**config.mk**
```make
export PLATFORM = sky130hd
export DESIGN_NAME = precharge_relay_sequencer_top
export DESIGN_NICKNAME = d
export VERILOG_FILES = /design/src/rtl/prs_pkg.sv /design/src/rtl/precharge_relay_sequencer_top.sv
export SDC_FILE = /design/constraint.sdc
export NUM_CORES = 1
export LEC_CHECK = 0
export BUFFER_PORTS_ARGS = -buffer_cell sky130_fd_sc_hd__buf_2
export CELL_PAD_IN_SITES_DETAIL_PLACEMENT = 1
export CELL_PAD_IN_SITES_GLOBAL_PLACEMENT = 1
export CORE_MARGIN = 4
export CORE_UTILIZATION = 37
export CTS_BUF_LIST = sky130_fd_sc_hd__clkbuf_4 sky130_fd_sc_hd__clkbuf_8 sky130_fd_sc_hd__clkbuf_16
export DETAILED_ROUTE_END_ITERATION = 10
export GPL_ROUTABILITY_DRIVEN = 0
export PLACE_DENSITY_LB_ADDON = 0.1
export SLEW_MARGIN = 20
export SYNTH_ARGS = -nofsm -noshare
export SYNTH_HDL_FRONTEND = slang
export SYNTH_SLANG_ARGS = --single-unit
```
**constraint.sdc**
```tcl
create_clock -name clk -period 10.4 [get_ports clk]
set_input_delay 1.04 -clock clk [delete_from_list [all_inputs] [get_ports clk]]
set_output_delay 1.04 -clock clk [all_outputs]
set_load 0.02 [all_outputs]
```
**src/rtl/prs_pkg.sv**
```systemverilog
`timescale 1ns / 1ps
`default_nettype none
// ----------------------------------------------------------------------------
// Precharge relay sequencer package
// Widths, delays, mode and register codes and the tick/result types.
// ----------------------------------------------------------------------------
package prs_pkg;

	// Voltage and register widths
	localparam int VOLT_WIDTH = 16;
	localparam int CFG_W      = 16;
	localparam int CFG_IDX_W  = 3;
	localparam int CMP_W      = ((VOLT_WIDTH > CFG_W) ? VOLT_WIDTH : CFG_W) + 1;

	// Sequencing delays in ticks
	localparam int RELAY_DELAY_TICKS  = 10;
	localparam int BYPASS_DELAY_TICKS = 200;
	localparam int HOLD_DUTY_TICKS    = 1000;

	localparam int RELAY_TMR_W  = $clog2(RELAY_DELAY_TICKS + 1);
	localparam int BYPASS_TMR_W = $clog2(BYPASS_DELAY_TICKS + 1);
	localparam int HOLD_TMR_W   = $clog2(HOLD_DUTY_TICKS + 1);

	// Operating modes
	localparam logic [1:0] MODE_OTHER  = 2'd0;
	localparam logic [1:0] MODE_BOOST  = 2'd1;
	localparam logic [1:0] MODE_BUCK   = 2'd2;
	localparam logic [1:0] MODE_BYPASS = 2'd3;

	// Configuration register indexes
	localparam logic [CFG_IDX_W-1:0] REG_STOP_DELTA    = 3'd0;
	localparam logic [CFG_IDX_W-1:0] REG_BATT_LEVEL    = 3'd1;
	localparam logic [CFG_IDX_W-1:0] REG_LIMIT_TICKS   = 3'd2;
	localparam logic [CFG_IDX_W-1:0] REG_BYPASS_START  = 3'd3;
	localparam logic [CFG_IDX_W-1:0] REG_BYPASS_STOP   = 3'd4;

	// Stream payload widths
	localparam int IN_BITS     = 3 * VOLT_WIDTH + 2;
	localparam int IN_TDATA_W  = ((IN_BITS + 7) / 8) * 8;
	localparam int OUT_BITS    = 7;
	localparam int OUT_TDATA_W = ((OUT_BITS + 7) / 8) * 8;

	typedef logic [VOLT_WIDTH-1:0] volt_t;
	typedef logic [CFG_W-1:0]      cfg_word_t;

	typedef struct packed {
		logic  [1:0] mode;
		volt_t       low_side_volts;
		volt_t       converter_low_volts;
		volt_t       high_side_volts;
		logic        bypass_request;
		logic        error_reset;
	} tick_t;

	typedef struct packed {
		logic three_low_duty;
		logic two_low_duty;
		logic precharge_abort_flag;
		logic precharge_finished;
		logic relay_three_closed;
		logic relay_two_closed;
		logic relay_one_closed;
	} result_t;

endpackage
`default_nettype wire

```
**src/rtl/precharge_relay_sequencer_top.sv**
```systemverilog
`timescale 1ns / 1ps
`default_nettype none
// ----------------------------------------------------------------------------
// Precharge relay sequencer
// Drives the precharge (S1), main (S2) and bypass (S3) relay commands and
// their hold-duty flags from one control tick per transaction.
// ----------------------------------------------------------------------------
// Usage:
//   Slave stream s_axis_* takes one control tick per transaction; mode is in
//   tuser, voltages and the request/reset flags are in tdata. Master stream
//   m_axis_* returns exactly one result per tick: the relay commands and
//   status bits as they stand after that tick.
//   The cfg_* channel writes the five threshold registers (always ready);
//   write only while no tick is in flight. Unknown indexes are ignored.
//   The tick sits in the input register after the accepting edge; once the
//   result register is free, the sequencing logic updates its timers and
//   loads the result register, and the result is valid from then.
//   Throughput is one tick per cycle while the receiver takes results, set
//   by the state update between those two registers.
//   Reset opens all relays, clears every timer and status bit and restores
//   the register defaults. When the receiver stalls the result register
//   holds; the input register still takes one more tick, then s_axis_tready
//   drops until the result is taken.
// ----------------------------------------------------------------------------
module precharge_relay_sequencer_top (
	input  wire                               clk,
	input  wire                               arst_n,
	// Config write channel
	input  wire                               cfg_valid,
	output logic                              cfg_ready,
	input  wire  [prs_pkg::CFG_IDX_W-1:0]     cfg_index,
	input  wire  [prs_pkg::CFG_W-1:0]         cfg_data,
	// Tick input stream
	input  wire                               s_axis_tvalid,
	output logic                              s_axis_tready,
	// tdata: low_side_volts, converter_low_volts, high_side_volts,
	//        bypass_request, error_reset, zero pad
	input  wire  [prs_pkg::IN_TDATA_W-1:0]    s_axis_tdata,
	// tuser: mode
	input  wire  [1:0]                        s_axis_tuser,
	// Result stream
	output logic                              m_axis_tvalid,
	input  wire                               m_axis_tready,
	// tdata: relay_one_closed, relay_two_closed, relay_three_closed,
	//        precharge_finished, precharge_abort_flag, two_low_duty,
	//        three_low_duty, zero pad
	output logic [prs_pkg::OUT_TDATA_W-1:0]   m_axis_tdata
);
	import prs_pkg::*;

	localparam int LOW_LSB  = 0;
	localparam int CONV_LSB = VOLT_WIDTH;
	localparam int HIGH_LSB = 2 * VOLT_WIDTH;
	localparam int REQ_BIT  = 3 * VOLT_WIDTH;
	localparam int ERR_BIT  = 3 * VOLT_WIDTH + 1;

	localparam logic [RELAY_TMR_W-1:0]  RELAY_MAX  = RELAY_TMR_W'(RELAY_DELAY_TICKS);
	localparam logic [BYPASS_TMR_W-1:0] BYPASS_MAX = BYPASS_TMR_W'(BYPASS_DELAY_TICKS);
	localparam logic [HOLD_TMR_W-1:0]   HOLD_MAX   = HOLD_TMR_W'(HOLD_DUTY_TICKS);

	// Configuration registers
	cfg_word_t stop_delta_q, batt_level_q, limit_ticks_q, byp_start_q, byp_stop_q;

	// Pipeline registers
	tick_t   tick_s1;
	logic    valid_s1;
	result_t res_q;
	logic    res_valid_q;
	logic    advance;

	// Sequencer state
	logic [RELAY_TMR_W-1:0]  close_two_tmr_q, open_one_tmr_q;
	logic                    open_one_pend_q;
	logic [CFG_W-1:0]        abort_tmr_q;
	logic [BYPASS_TMR_W-1:0] bypass_tmr_q;
	logic [HOLD_TMR_W-1:0]   hold_two_tmr_q, hold_three_tmr_q;
	logic                    cmd_one_q, cmd_two_q, cmd_three_q;
	logic                    finished_q, aborted_q, low_two_q, low_three_q;

	// Next-state values
	logic [RELAY_TMR_W-1:0]  close_two_tmr_d, open_one_tmr_d;
	logic                    open_one_pend_d;
	logic [CFG_W-1:0]        abort_tmr_d;
	logic [BYPASS_TMR_W-1:0] bypass_tmr_d;
	logic [HOLD_TMR_W-1:0]   hold_two_tmr_d, hold_three_tmr_d;
	logic                    cmd_one_d, cmd_two_d, cmd_three_d;
	logic                    finished_d, aborted_d, low_two_d, low_three_d;

	logic [CMP_W-1:0] low_x, conv_x, high_x, delta_x;
	logic             plugged, in_window, precharging;

	// Handshakes: result register frees as it is taken
	assign cfg_ready     = 1'b1;
	assign advance       = valid_s1 && (!res_valid_q || m_axis_tready);
	assign s_axis_tready = !valid_s1 || advance;
	assign m_axis_tvalid = res_valid_q;
	assign m_axis_tdata  = OUT_TDATA_W'(res_q);

	// Config register writes
	always_ff @(posedge clk or negedge arst_n) begin
		if (!arst_n) begin
			stop_delta_q  <= CFG_W'(20);
			batt_level_q  <= '0;
			limit_ticks_q <= CFG_W'(1000);
			byp_start_q   <= '1;
			byp_stop_q    <= '0;
		end else if (cfg_valid) begin
			case (cfg_index)
				REG_STOP_DELTA:   stop_delta_q  <= cfg_data;
				REG_BATT_LEVEL:   batt_level_q  <= cfg_data;
				REG_LIMIT_TICKS:  limit_ticks_q <= cfg_data;
				REG_BYPASS_START: byp_start_q   <= cfg_data;
				REG_BYPASS_STOP:  byp_stop_q    <= cfg_data;
				default: ;
			endcase
		end
	end

	// Input register
	always_ff @(posedge clk or negedge arst_n) begin
		if (!arst_n) begin
			valid_s1 <= 1'b0;
		end else if (s_axis_tready) begin
			valid_s1 <= s_axis_tvalid;
		end
	end

	always_ff @(posedge clk) begin
		if (s_axis_tready && s_axis_tvalid) begin
			tick_s1.mode                <= s_axis_tuser;
			tick_s1.low_side_volts      <= s_axis_tdata[LOW_LSB +: VOLT_WIDTH];
			tick_s1.converter_low_volts <= s_axis_tdata[CONV_LSB +: VOLT_WIDTH];
			tick_s1.high_side_volts     <= s_axis_tdata[HIGH_LSB +: VOLT_WIDTH];
			tick_s1.bypass_request      <= s_axis_tdata[REQ_BIT];
			tick_s1.error_reset         <= s_axis_tdata[ERR_BIT];
		end
	end

	// Widened operands: window bounds never wrap
	assign low_x   = CMP_W'(tick_s1.low_side_volts);
	assign conv_x  = CMP_W'(tick_s1.converter_low_volts);
	assign high_x  = CMP_W'(tick_s1.high_side_volts);
	assign delta_x = CMP_W'(stop_delta_q);

	assign plugged     = low_x >= CMP_W'(batt_level_q);
	assign in_window   = ((low_x + delta_x) > conv_x) && (low_x < (conv_x + delta_x));
	assign precharging = plugged && !aborted_q &&
		(tick_s1.mode == MODE_BOOST || tick_s1.mode == MODE_BUCK);

	// Sequencing logic for one tick
	always_comb begin
		close_two_tmr_d  = close_two_tmr_q;
		open_one_tmr_d   = open_one_tmr_q;
		open_one_pend_d  = open_one_pend_q;
		abort_tmr_d      = abort_tmr_q;
		bypass_tmr_d     = bypass_tmr_q;
		hold_two_tmr_d   = hold_two_tmr_q;
		hold_three_tmr_d = hold_three_tmr_q;
		cmd_one_d        = cmd_one_q;
		cmd_two_d        = cmd_two_q;
		cmd_three_d      = cmd_three_q;
		finished_d       = finished_q;
		aborted_d        = aborted_q;
		low_two_d        = low_two_q;
		low_three_d      = low_three_q;

		// Precharge: S1 and S2
		if (precharging) begin
			if (in_window) begin
				if (close_two_tmr_q >= RELAY_MAX) begin
					cmd_two_d       = 1'b1;
					close_two_tmr_d = '0;
					open_one_pend_d = 1'b1;
				end else begin
					close_two_tmr_d = close_two_tmr_q + 1'b1;
				end
				if (open_one_pend_d) begin
					if (open_one_tmr_q >= RELAY_MAX) begin
						cmd_one_d       = 1'b0;
						finished_d      = 1'b1;
						open_one_tmr_d  = '0;
						open_one_pend_d = 1'b0;
					end else begin
						open_one_tmr_d = open_one_tmr_q + 1'b1;
					end
				end
			end else begin
				cmd_one_d  = 1'b1;
				finished_d = 1'b0;
				if (abort_tmr_q >= limit_ticks_q) begin
					aborted_d   = 1'b1;
					abort_tmr_d = '0;
				end else begin
					abort_tmr_d = abort_tmr_q + 1'b1;
					aborted_d   = 1'b0;
				end
			end
		end else if (tick_s1.mode == MODE_BUCK) begin
			cmd_two_d  = 1'b1;
			cmd_one_d  = 1'b0;
			finished_d = 1'b1;
		end

		// Bypass: S3
		if (tick_s1.mode == MODE_BYPASS) begin
			cmd_three_d = tick_s1.bypass_request;
		end else begin
			if (high_x > CMP_W'(byp_start_q) && tick_s1.mode != MODE_BOOST) begin
				if (bypass_tmr_q >= BYPASS_MAX) begin
					cmd_three_d  = 1'b1;
					bypass_tmr_d = '0;
				end else begin
					bypass_tmr_d = bypass_tmr_q + 1'b1;
				end
			end
			if (high_x < CMP_W'(byp_stop_q))
				cmd_three_d = 1'b0;
		end

		// Hold duty for S3 and S2
		if (cmd_three_d) begin
			if (hold_three_tmr_q >= HOLD_MAX)
				low_three_d = 1'b1;
			else
				hold_three_tmr_d = hold_three_tmr_q + 1'b1;
		end else begin
			low_three_d      = 1'b0;
			hold_three_tmr_d = '0;
		end
		if (cmd_two_d) begin
			if (hold_two_tmr_q >= HOLD_MAX)
				low_two_d = 1'b1;
			else
				hold_two_tmr_d = hold_two_tmr_q + 1'b1;
		end else begin
			low_two_d      = 1'b0;
			hold_two_tmr_d = '0;
		end

		// Error reset clears the abort flag within this tick
		if (tick_s1.error_reset)
			aborted_d = 1'b0;
	end

	// State update
	always_ff @(posedge clk or negedge arst_n) begin
		if (!arst_n) begin
			close_two_tmr_q  <= '0;
			open_one_tmr_q   <= '0;
			open_one_pend_q  <= 1'b0;
			abort_tmr_q      <= '0;
			bypass_tmr_q     <= '0;
			hold_two_tmr_q   <= '0;
			hold_three_tmr_q <= '0;
			cmd_one_q        <= 1'b0;
			cmd_two_q        <= 1'b0;
			cmd_three_q      <= 1'b0;
			finished_q       <= 1'b0;
			aborted_q        <= 1'b0;
			low_two_q        <= 1'b0;
			low_three_q      <= 1'b0;
		end else if (advance) begin
			close_two_tmr_q  <= close_two_tmr_d;
			open_one_tmr_q   <= open_one_tmr_d;
			open_one_pend_q  <= open_one_pend_d;
			abort_tmr_q      <= abort_tmr_d;
			bypass_tmr_q     <= bypass_tmr_d;
			hold_two_tmr_q   <= hold_two_tmr_d;
			hold_three_tmr_q <= hold_three_tmr_d;
			cmd_one_q        <= cmd_one_d;
			cmd_two_q        <= cmd_two_d;
			cmd_three_q      <= cmd_three_d;
			finished_q       <= finished_d;
			aborted_q        <= aborted_d;
			low_two_q        <= low_two_d;
			low_three_q      <= low_three_d;
		end
	end

	// Result register
	always_ff @(posedge clk or negedge arst_n) begin
		if (!arst_n) begin
			res_valid_q <= 1'b0;
		end else if (advance) begin
			res_valid_q <= 1'b1;
		end else if (m_axis_tready) begin
			res_valid_q <= 1'b0;
		end
	end

	always_ff @(posedge clk) begin
		if (advance) begin
			res_q.relay_one_closed     <= cmd_one_d;
			res_q.relay_two_closed     <= cmd_two_d;
			res_q.relay_three_closed   <= cmd_three_d;
			res_q.precharge_finished   <= finished_d;
			res_q.precharge_abort_flag <= aborted_d;
			res_q.two_low_duty         <= low_two_d;
			res_q.three_low_duty       <= low_three_d;
		end
	end

endmodule
`default_nettype wire
```
; After elaboration in Yosys (flattened, before gate mapping)
; Index checks and enable logic that the tools add are counted.
[word_totals]
out_inout_bits = 11
wordCells = 131
in_bits = 82
reg_bits = 201
[classes]
n_bitwise = 2
muxes = 41
eq_ne = 10
addsub = 8
magnitude_cmp = 11
n_reduce_logical = 25
[ops]
columns = operator, n
row1 = $mux W10, 4
row2 = $add A16 B16 Y17, 2
row3 = $mux W1, 33
row4 = $ge A16 B16 Y1, 2
row5 = $add A10 B1 Y10 const B, 2
row6 = $ge A10 B10 Y1 const B, 2
row7 = $gt A17 B16 Y1, 1
row8 = $lt A16 B17 Y1, 1
row9 = $add A16 B1 Y16 const B, 1
row10 = $gt A16 B16 Y1, 1
row11 = $lt A16 B16 Y1, 1
row12 = $mux W16, 1
row13 = $reduce_and A2 Y1, 7
row14 = $reduce_and A3 Y1, 3
row15 = $add A4 B1 Y4 const B, 2
row16 = $add A8 B1 Y8 const B, 1
row17 = $ge A4 B4 Y1 const B, 2
row18 = $ge A8 B8 Y1 const B, 1
row19 = $mux W4, 2
row20 = $mux W8, 1
row21 = $eq A3 B2 Y1 const B, 2
row22 = $logic_and A1 B1 Y1, 6
row23 = $eq A2 B2 Y1 const B, 2
row24 = $ne A2 B2 Y1 const B, 2
row25 = other kinds (10), 15

; Logic depth before layout (Yosys ltp)
; Gate-level depths: netlist of run 1.
[logic_depth]
ltp_word = 8
ltp_mapped = 22
ltp_nobuf = 20

; Least setup slack after synthesis of run 1
; OpenSTA, ideal clock, no wires.
[synth_path]
path_type = reg-to-reg
from = register tick_s1 (netlist bit low_x[7])
to = register abort_tmr_q[12]
n_path_buf = 2
t_required_ns = 10.272
stages_incl_launch_ff = 20
period_less_slack_ns = 4.399
setup_ns = 0.128
t_arrival_ns = 4.271
slack_ns = 6.001
cell_sequence = edfxtp_1 ha_1 a2111o_1 o21ai_0 a21oi_1 o31a_1 or4_1 a31o_2 a21oi_1 xnor2_1 ha_1 a211oi_1 o31ai_1 o221a_2 o31ai_4 nand3_1 buf_2 clkbuf_1 o21ai_0 o31ai_1
[synth_via]
elab_chain_cells = 5
word_cells_on_any_way = 9
cone_classes = 1 x add/sub / 3 x order compare / 1 x bitwise / 4 x reduce/logical
[synth_rtl]
columns = item, line_no
row1 = "start, declared", precharge_relay_sequencer_top.sv:65  ; tick_t tick_s1;
row2 = $add A16 B16 Y17, precharge_relay_sequencer_top.sv:146  ; assign in_window = ((low_x + delta_x) > conv_x) && (low_x < (conv_x + delta_x));
row3 = $gt A17 B16 Y1, precharge_relay_sequencer_top.sv:146
row4 = $logic_and A1 B1 Y1, precharge_relay_sequencer_top.sv:146
row5 = $not A1 Y1 (no line), -
row6 = $reduce_and A3 Y1 (no line) *, -
row7 = "end signal, assigned", precharge_relay_sequencer_top.sv:266  ; abort_tmr_q <= abort_tmr_d;
row8 = "end, declared", precharge_relay_sequencer_top.sv:74  ; logic [CFG_W-1:0] abort_tmr_q;
; Every way passes the cells marked *; elsewhere a longest branch is shown, timed or not.
; A chain may end at the register's enable or synchronous reset.

; Worst setup path in the final report of run 1
[layout_path]
from = register tick_s1 (netlist bit low_x[7])
to = register abort_tmr_q[13]
; The elaborated chain is that of the path after synthesis.

==> metrics.csv, run 1 <==
metric,value,unit
status,completed,
Clock Skew,23.8,ps
DRT met1 WL,13800,um
Leak Pwr,0.00608,uW
DR vias,8522,
"commonest cells after routing, fill and taps aside","ha_1 (140), dfrtp_1 (118), o21ai_0 (108)",
leading area contributor after synthesis,dfrtp_1,
"Power, Total",2740,uW
Worst setup EP type,flop,
Area contributors post-synth,"dfrtp_1 (25%), edfxtp_1 (15%), ha_1 (15%), dfstp_2 (5.4%), o21ai_0 (4.7%)",
Routed Wire Length,28800,um
cts bufs inserted,26,
CP cell instances,"ha_1, a2111o_1, o21ai_0, a21oi_1, o31a_1, or4_1, a31o_2, a21oi_1, xnor2_1, ha_1, a211oi_1, o31ai_1, o221a_2, o31ai_4, nand3_1, buf_4, or2_1, o31ai_1",
ys async rst share,70.6,%
Slew Limit Headroom,33.4,%
synthesized area,11600,um2
Max-Cap Viols,0,
Final period util,51.4,%
maximum net fanout on the critical path,20,
WL/cell,17.5,um
fin crit period,5350,ps
Slowest cell on crit path,o31ai_4,
reg2reg path depth,18,
final hold vios,0,
fillers,3454,
setup_tns,0,ps
CTS Hold Bufs,0,
ys flop type,dfrtp_1,
layout cells sized above 1,16.7,%
Final ANT Viol Nets,0,
vias in the first global route,9129,
CP top delay family,compound AO/OA/AOI/OAI gates,
Critical Path RT,10860,ps
Register Area,5360,um2
# nets final,1451,
row cnt,64,
initial core utilization,37.7,%
"Clk Latency, worst-skew pair",550,ps
CTS root buf,clkbuf_16,
drt first pass iters,4,
Post-route DRC,0,
max incr delay on CP,540,ps
WL met2,13100,um
largest net degree at the start of global routing,80,
Ys Warns,0,
Die Y,185,um
I/O Buffers,84,
number of synthesized flops with an enable pin,59,
drt first-iter violations,258,
post-CTS sizing,0,
CP startpoint kind,flop,
post-synthesis sequential area ratio,46.2,%
first-pass GRT wire length,47600,um
Slew @ Worst Pin,996,ps
Crit path buffers/inverters,1,
RSZ-0062 raised after global routing,no,
global route overflow,0,
post-CTS setup buffers,0,
clk sink count,201,
worst-case vdd ir drop,118,uV
Multi-input gate area,5770,um2
Max Slew Vio Count,0,
Placeable Area,30700,um2
IO Pins,93,
power density over cell area,204,nW/um2
mux share of post-synthesis cell area,3.48,%
DP HPWL,21700,um
Post-Synth Simple-Gate Area,12.6,%
area grow syn2layout,15.5,%
Synth Area per Inst,10.2,um2
HP Class,reg2reg,
"most common cell after layout, fill and taps aside",ha_1,
Synth Net Count,1359,
H-tree levels,1,
initial antenna violation count,1,
final setup fails,0,
#FFs+latches synth,201,
logic depth of the worst setup path including buffers,18,
post-route insts no fill,1644,
kind of critical path,reg2reg,
total track usage,17.2,%
post-route cell area,13400,um2
Die X,185,um
CTS tree,yes,
dpl cells,1595,
metal3 WL,885,um
Die Footprint,34200,um2
worst path arrival time,5800,ps
clock buffer depth,3,
placed instance area,12500,um2
Worst-path clk slew,60,ps
Post-Synth Adder-Cell Area,15.4,%
Synth cell types,64,
post-synthesis compound-gate area fraction,15.5,%
Max Used Layer,met4,
Synth Area in XOR/XNOR,2.57,%
largest family of logic cells by synthesized area,compound AO/OA/AOI/OAI gates,
Post-Syn Instances,1135,
Max Freq,187,MHz
via/cell ratio,5.18,
worst hold path stage count,1,
area fraction of the dominant cell type after synthesis,25.5,%
-- sequential cells by signal, indices dropped and copies added, names as in the netlist, 4 cells and up --
| signal | cells |
|---|---|
| tick_s1 | 4 |
| conv_x | 16 |
| high_x | 16 |
| hold_two_tmr_q | 10 |
| abort_tmr_q | 16 |
| close_two_tmr_q | 4 |
| low_x | 16 |
| byp_start_q | 16 |
| open_one_tmr_q | 4 |
| m_axis_tdata | 7 |
| hold_three_tmr_q | 10 |
| bypass_tmr_q | 8 |
| batt_level_q | 16 |
| limit_ticks_q | 16 |
| byp_stop_q | 16 |
| stop_delta_q | 16 |
-- metal layers --
layer	GRT usage, %	up-vias
met5	0	-
li1	-	4226
met2	28.3	97
met1	23.4	4154
met3	2.63	45
met4	5.52	0
-- logic make-up (layout without fill, tap and decap cells) --
logic type                 Yosys count  in the layout
and+or+nand+nor                    307            307
AOI/OAI and AO/OA                  287            287
other                                2              3
buffers and inverters              126            238
adders and majority gates          142            142
DFF                                201            201
muxes                               36             36
xor gates and xnor gates            34             34
-- synth_stat cells, drive strengths merged, types with 2 or more instances --
cell type	n
clkbuf	19
o21ai	119
mux2	35
nor4	3
a22oi	3
nand3	25
dfstp	24
ha	140
nor3b	2
nand2b	26
a21o	21
o221a	2
a22o	6
a41oi	3
or4	2
o31ai	16
buf	7
o211ai	11
nand4	14
o31a	4
inv	100
nor3	16
and3b	2
xnor2	19
a21oi	56
fa	2
nand3b	2
xor2	15
nand2	100
o21a	11
or2	5
and3	19
and2	5
a21boi	3
a31oi	10
conb	2
edfxtp	59
a2111oi	6
nor2b	13
a211oi	6
dfrtp	118
nor2	71
a2111o	2
-- area by class of cell --
type                       count  area share [%]
antenna                        1          0.0187
multi-input combinational    808            43.1
timing repair buffer          90            3.52
inverter                     100            2.80
tap                          396            3.70
clock buffer                  27            5.05
sequential                   201            40.0
clock inverter                21            1.83
-- path summary, 6_finish.rpt --
path | start | to | slack [ps]
worst min register to register | cmd_two_q | cmd_two_q | 490
worst min-delay path | cmd_two_q | cmd_two_q | 490
worst max register to register | low_x[7] | abort_tmr_q[13] | 5050
worst max-delay path | low_x[7] | abort_tmr_q[13] | 5050
max in group asynchronous | arst_n | byp_stop_q[10] | 8480
min in group asynchronous | arst_n | hold_three_tmr_q[8] | 520
-- power breakdown --
part | switching [uW] | internal (uW)
sequential | 80.2 | 948
clock | 368 | 575
combinational | 439 | 326
total | 887 | 1850
-- per-stage QoR --
step	setup WS (ps)	hold slack, ps	utilization (%)
6_report	5050	490	43.5
5_1_grt	4700	522	43.5
4_1_cts	5040	494	43.5
3_5_place_dp	5060	480	40.5
3_3_place_gp	5090	472	40.5
2_1_floorplan	6000	423	-
-- worst reg2reg max path: stages, from the launching register on --
cell and delay, ps:
edfxtp_1 470, ha_1 380, a2111o_1 450, o21ai_0 180, a21oi_1 90, o31a_1 280, or4_1 450, a31o_2 260
a21oi_1 170, xnor2_1 90, ha_1 200, a211oi_1 180, o31ai_1 100, o221a_2 270, o31ai_4 540, nand3_1 150
buf_4 240, or2_1 440, o31ai_1 320
No activity file was read; power rests on OpenSTA's default activity.
==> run 2, diff against run 1 <==
==> constraint.sdc (replaced) <==
create_clock -name clk -period 4.8 [get_ports clk]
set_input_delay 0.48 -clock clk [delete_from_list [all_inputs] [get_ports clk]]
set_output_delay 0.48 -clock clk [all_outputs]
set_load 0.02 [all_outputs]
==> run 2 against run 1 <==
Compared with the run above:
- routed wire length rose by 4.7%
- cell count rose by 2.1%
- worst setup slack got worse by 4900 ps
- via count rose by 3.4%
- final area rose by 2.6%
- die area did not move
- clock skew fell by 6.5 ps
- critical path type unchanged
- largest power group unchanged
==> metrics.csv, run 2 (synthesized netlist as in run 1, its figures left out) <==
metric,value,unit,change
status,completed,,unchanged
maximum net fanout on the critical path,7,,was 20
Worst setup EP type,flop,,unchanged
vias in the first global route,9234,,"was 9,129"
CP cell instances,"ha_4, a2111o_1, nor2_2, a21oi_2, o31a_1, or4_4, nand2_1, xnor2_1, ha_1, nand2_2, nor3_1, a211oi_2, o31ai_1, o221a_2, o31ai_4, buf_6, o31ai_4, buf_6, a21o_1, a22o_1",,"was ha_1, a2111o_1, o21ai_0, a21oi_1, o31a_1, or4_1, a31o_2, a21oi_1, xnor2_1, ha_1, a211oi_1, o31ai_1, o221a_2, o31ai_4, nand3_1, buf_4, or2_1, o31ai_1"
H-tree levels,1,,unchanged
first-pass GRT wire length,48800,um,"was 47,600 um"
area grow syn2layout,18.5,%,was 15.5%
Reg2Reg Setup Slack,160,ps,was 5050 ps
final hold vios,0,,unchanged
drt first pass iters,4,,unchanged
worst-case vdd ir drop,276,uV,was 118 uV
fillers,3464,,"was 3,454"
Slew Limit Headroom,32.4,%,was 33.4%
Final ANT Viol Nets,0,,unchanged
fin crit period,4640,ps,was 5350 ps
initial core utilization,37.7,%,unchanged
Leak Pwr,0.00628,uW,was 0.00608 uW
Multi-input gate area,5880,um2,was 5770 um2
Die X,185,um,unchanged
cts bufs inserted,26,,unchanged
setup_tns,0,ps,unchanged
reg2reg path depth,20,,was 18
CP Launch Point,low_x[7],,unchanged
via/cell ratio,5.25,,was 5.18
Slew @ Worst Pin,1010,ps,was 996 ps
Worst-path clk slew,60,ps,about the same
"commonest cells after routing, fill and taps aside","ha_1 (136), dfrtp_1 (118), o21ai_0 (106)",,"was ha_1 (140), dfrtp_1 (118), o21ai_0 (108)"
layout cells sized above 1,21.2,%,was 16.7%
Max Freq,215,MHz,was 187 MHz
Max Slew Vio Count,0,,unchanged
Placeable Area,30700,um2,unchanged
critical register-to-register path startpoint,low_x[7],,unchanged
IO Pins,93,,unchanged
CP top delay family,compound AO/OA/AOI/OAI gates,,unchanged
total track usage,17.7,%,was 17.2%
initial antenna violation count,0,,was 1
HP Class,in2reg,,was reg2reg
# nets final,1487,,"was 1,451"
Routed Wire Length,30100,um,"was 28,800 um"
Worst setup endpoint,hold_two_tmr_q[0],,was abort_tmr_q[13]
# diodes,0,,was 1
"most common cell after layout, fill and taps aside",ha_1,,unchanged
dpl cells,1619,,"was 1,595"
CTS tree,yes,,unchanged
max incr delay on CP,460,ps,was 540 ps
Reg-to-Reg End,hold_two_tmr_q[0],,was abort_tmr_q[13]
kind of critical path,reg2reg,,unchanged
Crit path buffers/inverters,2,,was 1
power density over cell area,439,nW/um2,was 204 nW/um2
Post-route DRC,0,,unchanged
Die Y,185,um,unchanged
CP startpoint kind,flop,,unchanged
"Clk Latency, worst-skew pair",550,ps,about the same
DR vias,8813,,"was 8,522"
Critical Path RT,5240,ps,"was 10,860 ps"
Clock Skew,17.2,ps,was 23.8 ps
Slowest cell on crit path,a2111o_1,,was o31ai_4
I/O Buffers,84,,unchanged
Die Footprint,34200,um2,unchanged
DP HPWL,22300,um,"was 21,700 um"
largest net degree at the start of global routing,63,,was 80
CTS root buf,clkbuf_16,,unchanged
WL/cell,18.0,um,was 17.5 um
drt first-iter violations,234,,was 258
clock buffer depth,3,,unchanged
Final period util,96.7,%,was 51.4%
clk sink count,201,,unchanged
worst hold path stage count,1,,unchanged
post-route insts no fill,1679,,"was 1,644"
row cnt,64,,unchanged
global route overflow,0,,unchanged
Register Area,5360,um2,unchanged
worst path arrival time,5080,ps,was 5800 ps
final setup fails,0,,unchanged
logic depth of the worst setup path including buffers,20,,was 18
Max-Cap Viols,0,,unchanged
-- run 2: cell types whose count changed in the layout (fill, tap and decap cells not counted), sizes merged --
| cell | before | now |
|---|---|---|
| bufinv | 4 | 1 |
| clkbuf | 27 | 42 |
| diode | 1 | 0 |
| dlygate4sd3 | 0 | 1 |
| buf | 90 | 125 |
| clkinvlp | 5 | 0 |
| clkinv | 12 | 5 |
-- run 2: timing repair --
item / 4_1_cts / 5_1_grt
gates resized for setup: 4 / 30
endpoints found under the hold margin: 56 / 0
setup endpoints to repair: 35 / 40
setup buffers: 2 / 9
cloned: 0 / 0
pin swaps: 1 / 13
hold buffers: 1 / 0
-- run 2: power by group --
part           switching [uW]  total, uW  internal, uW
registers                 172       2230          2050
clock network             774       1960          1180
logic                    1020       1850           834
-- run 2: layout make-up --
cell class	instances	share of cell area [%]
Clock inverter	6	0.574
Sequential cell	201	39.0
Clock buffer	42	5.74
Multi-Input combinational cell	808	42.8
Timing Repair Buffer	126	5.59
Inverter	100	2.73
Tap cell	396	3.60
-- run 2: worst min-delay path by stage --
| stage | from | to |
|---|---|---|
| floorplan | arst_n | abort_tmr_q[0] |
| global placement | valid_s1 | m_axis_tvalid |
| detailed placement | tick_s1[0] | aborted_q |
| CTS | s_axis_tdata[42] | high_x[10] |
| global route | s_axis_tuser[1] | tick_s1[51] |
| finish | s_axis_tdata[34] | high_x[2] |
-- run 2: through the flow --
step | hold slack, ps | cell area, um2 | worst slack [ps] | utilization [%] | total power (uW)
6_report | 106 | 13700 | 156 | 44.7 | 6040
5_1_grt | 80.5 | 13700 | -73.0 | 44.7 | 6480
4_1_cts | 79.5 | 13600 | 3.17 | 44.1 | 6030
3_5_place_dp | 479 | 12700 | -157 | 41.2 | 3990
3_3_place_gp | 463 | 12700 | -2.63 | 41.2 | 3930
2_1_floorplan | 184 | 11600 | 401 | - | 3430
-- run 2: per-layer routing --
metal / up-vias / GRT usage (%) / wire (um)
met5: - / 0 / 0
met4: 0 / 3.32 / 621
met3: 38 / 2.45 / 785
met2: 91 / 30.1 / 14100
met1: 4365 / 24.4 / 14600
li1: 4319 / - / -
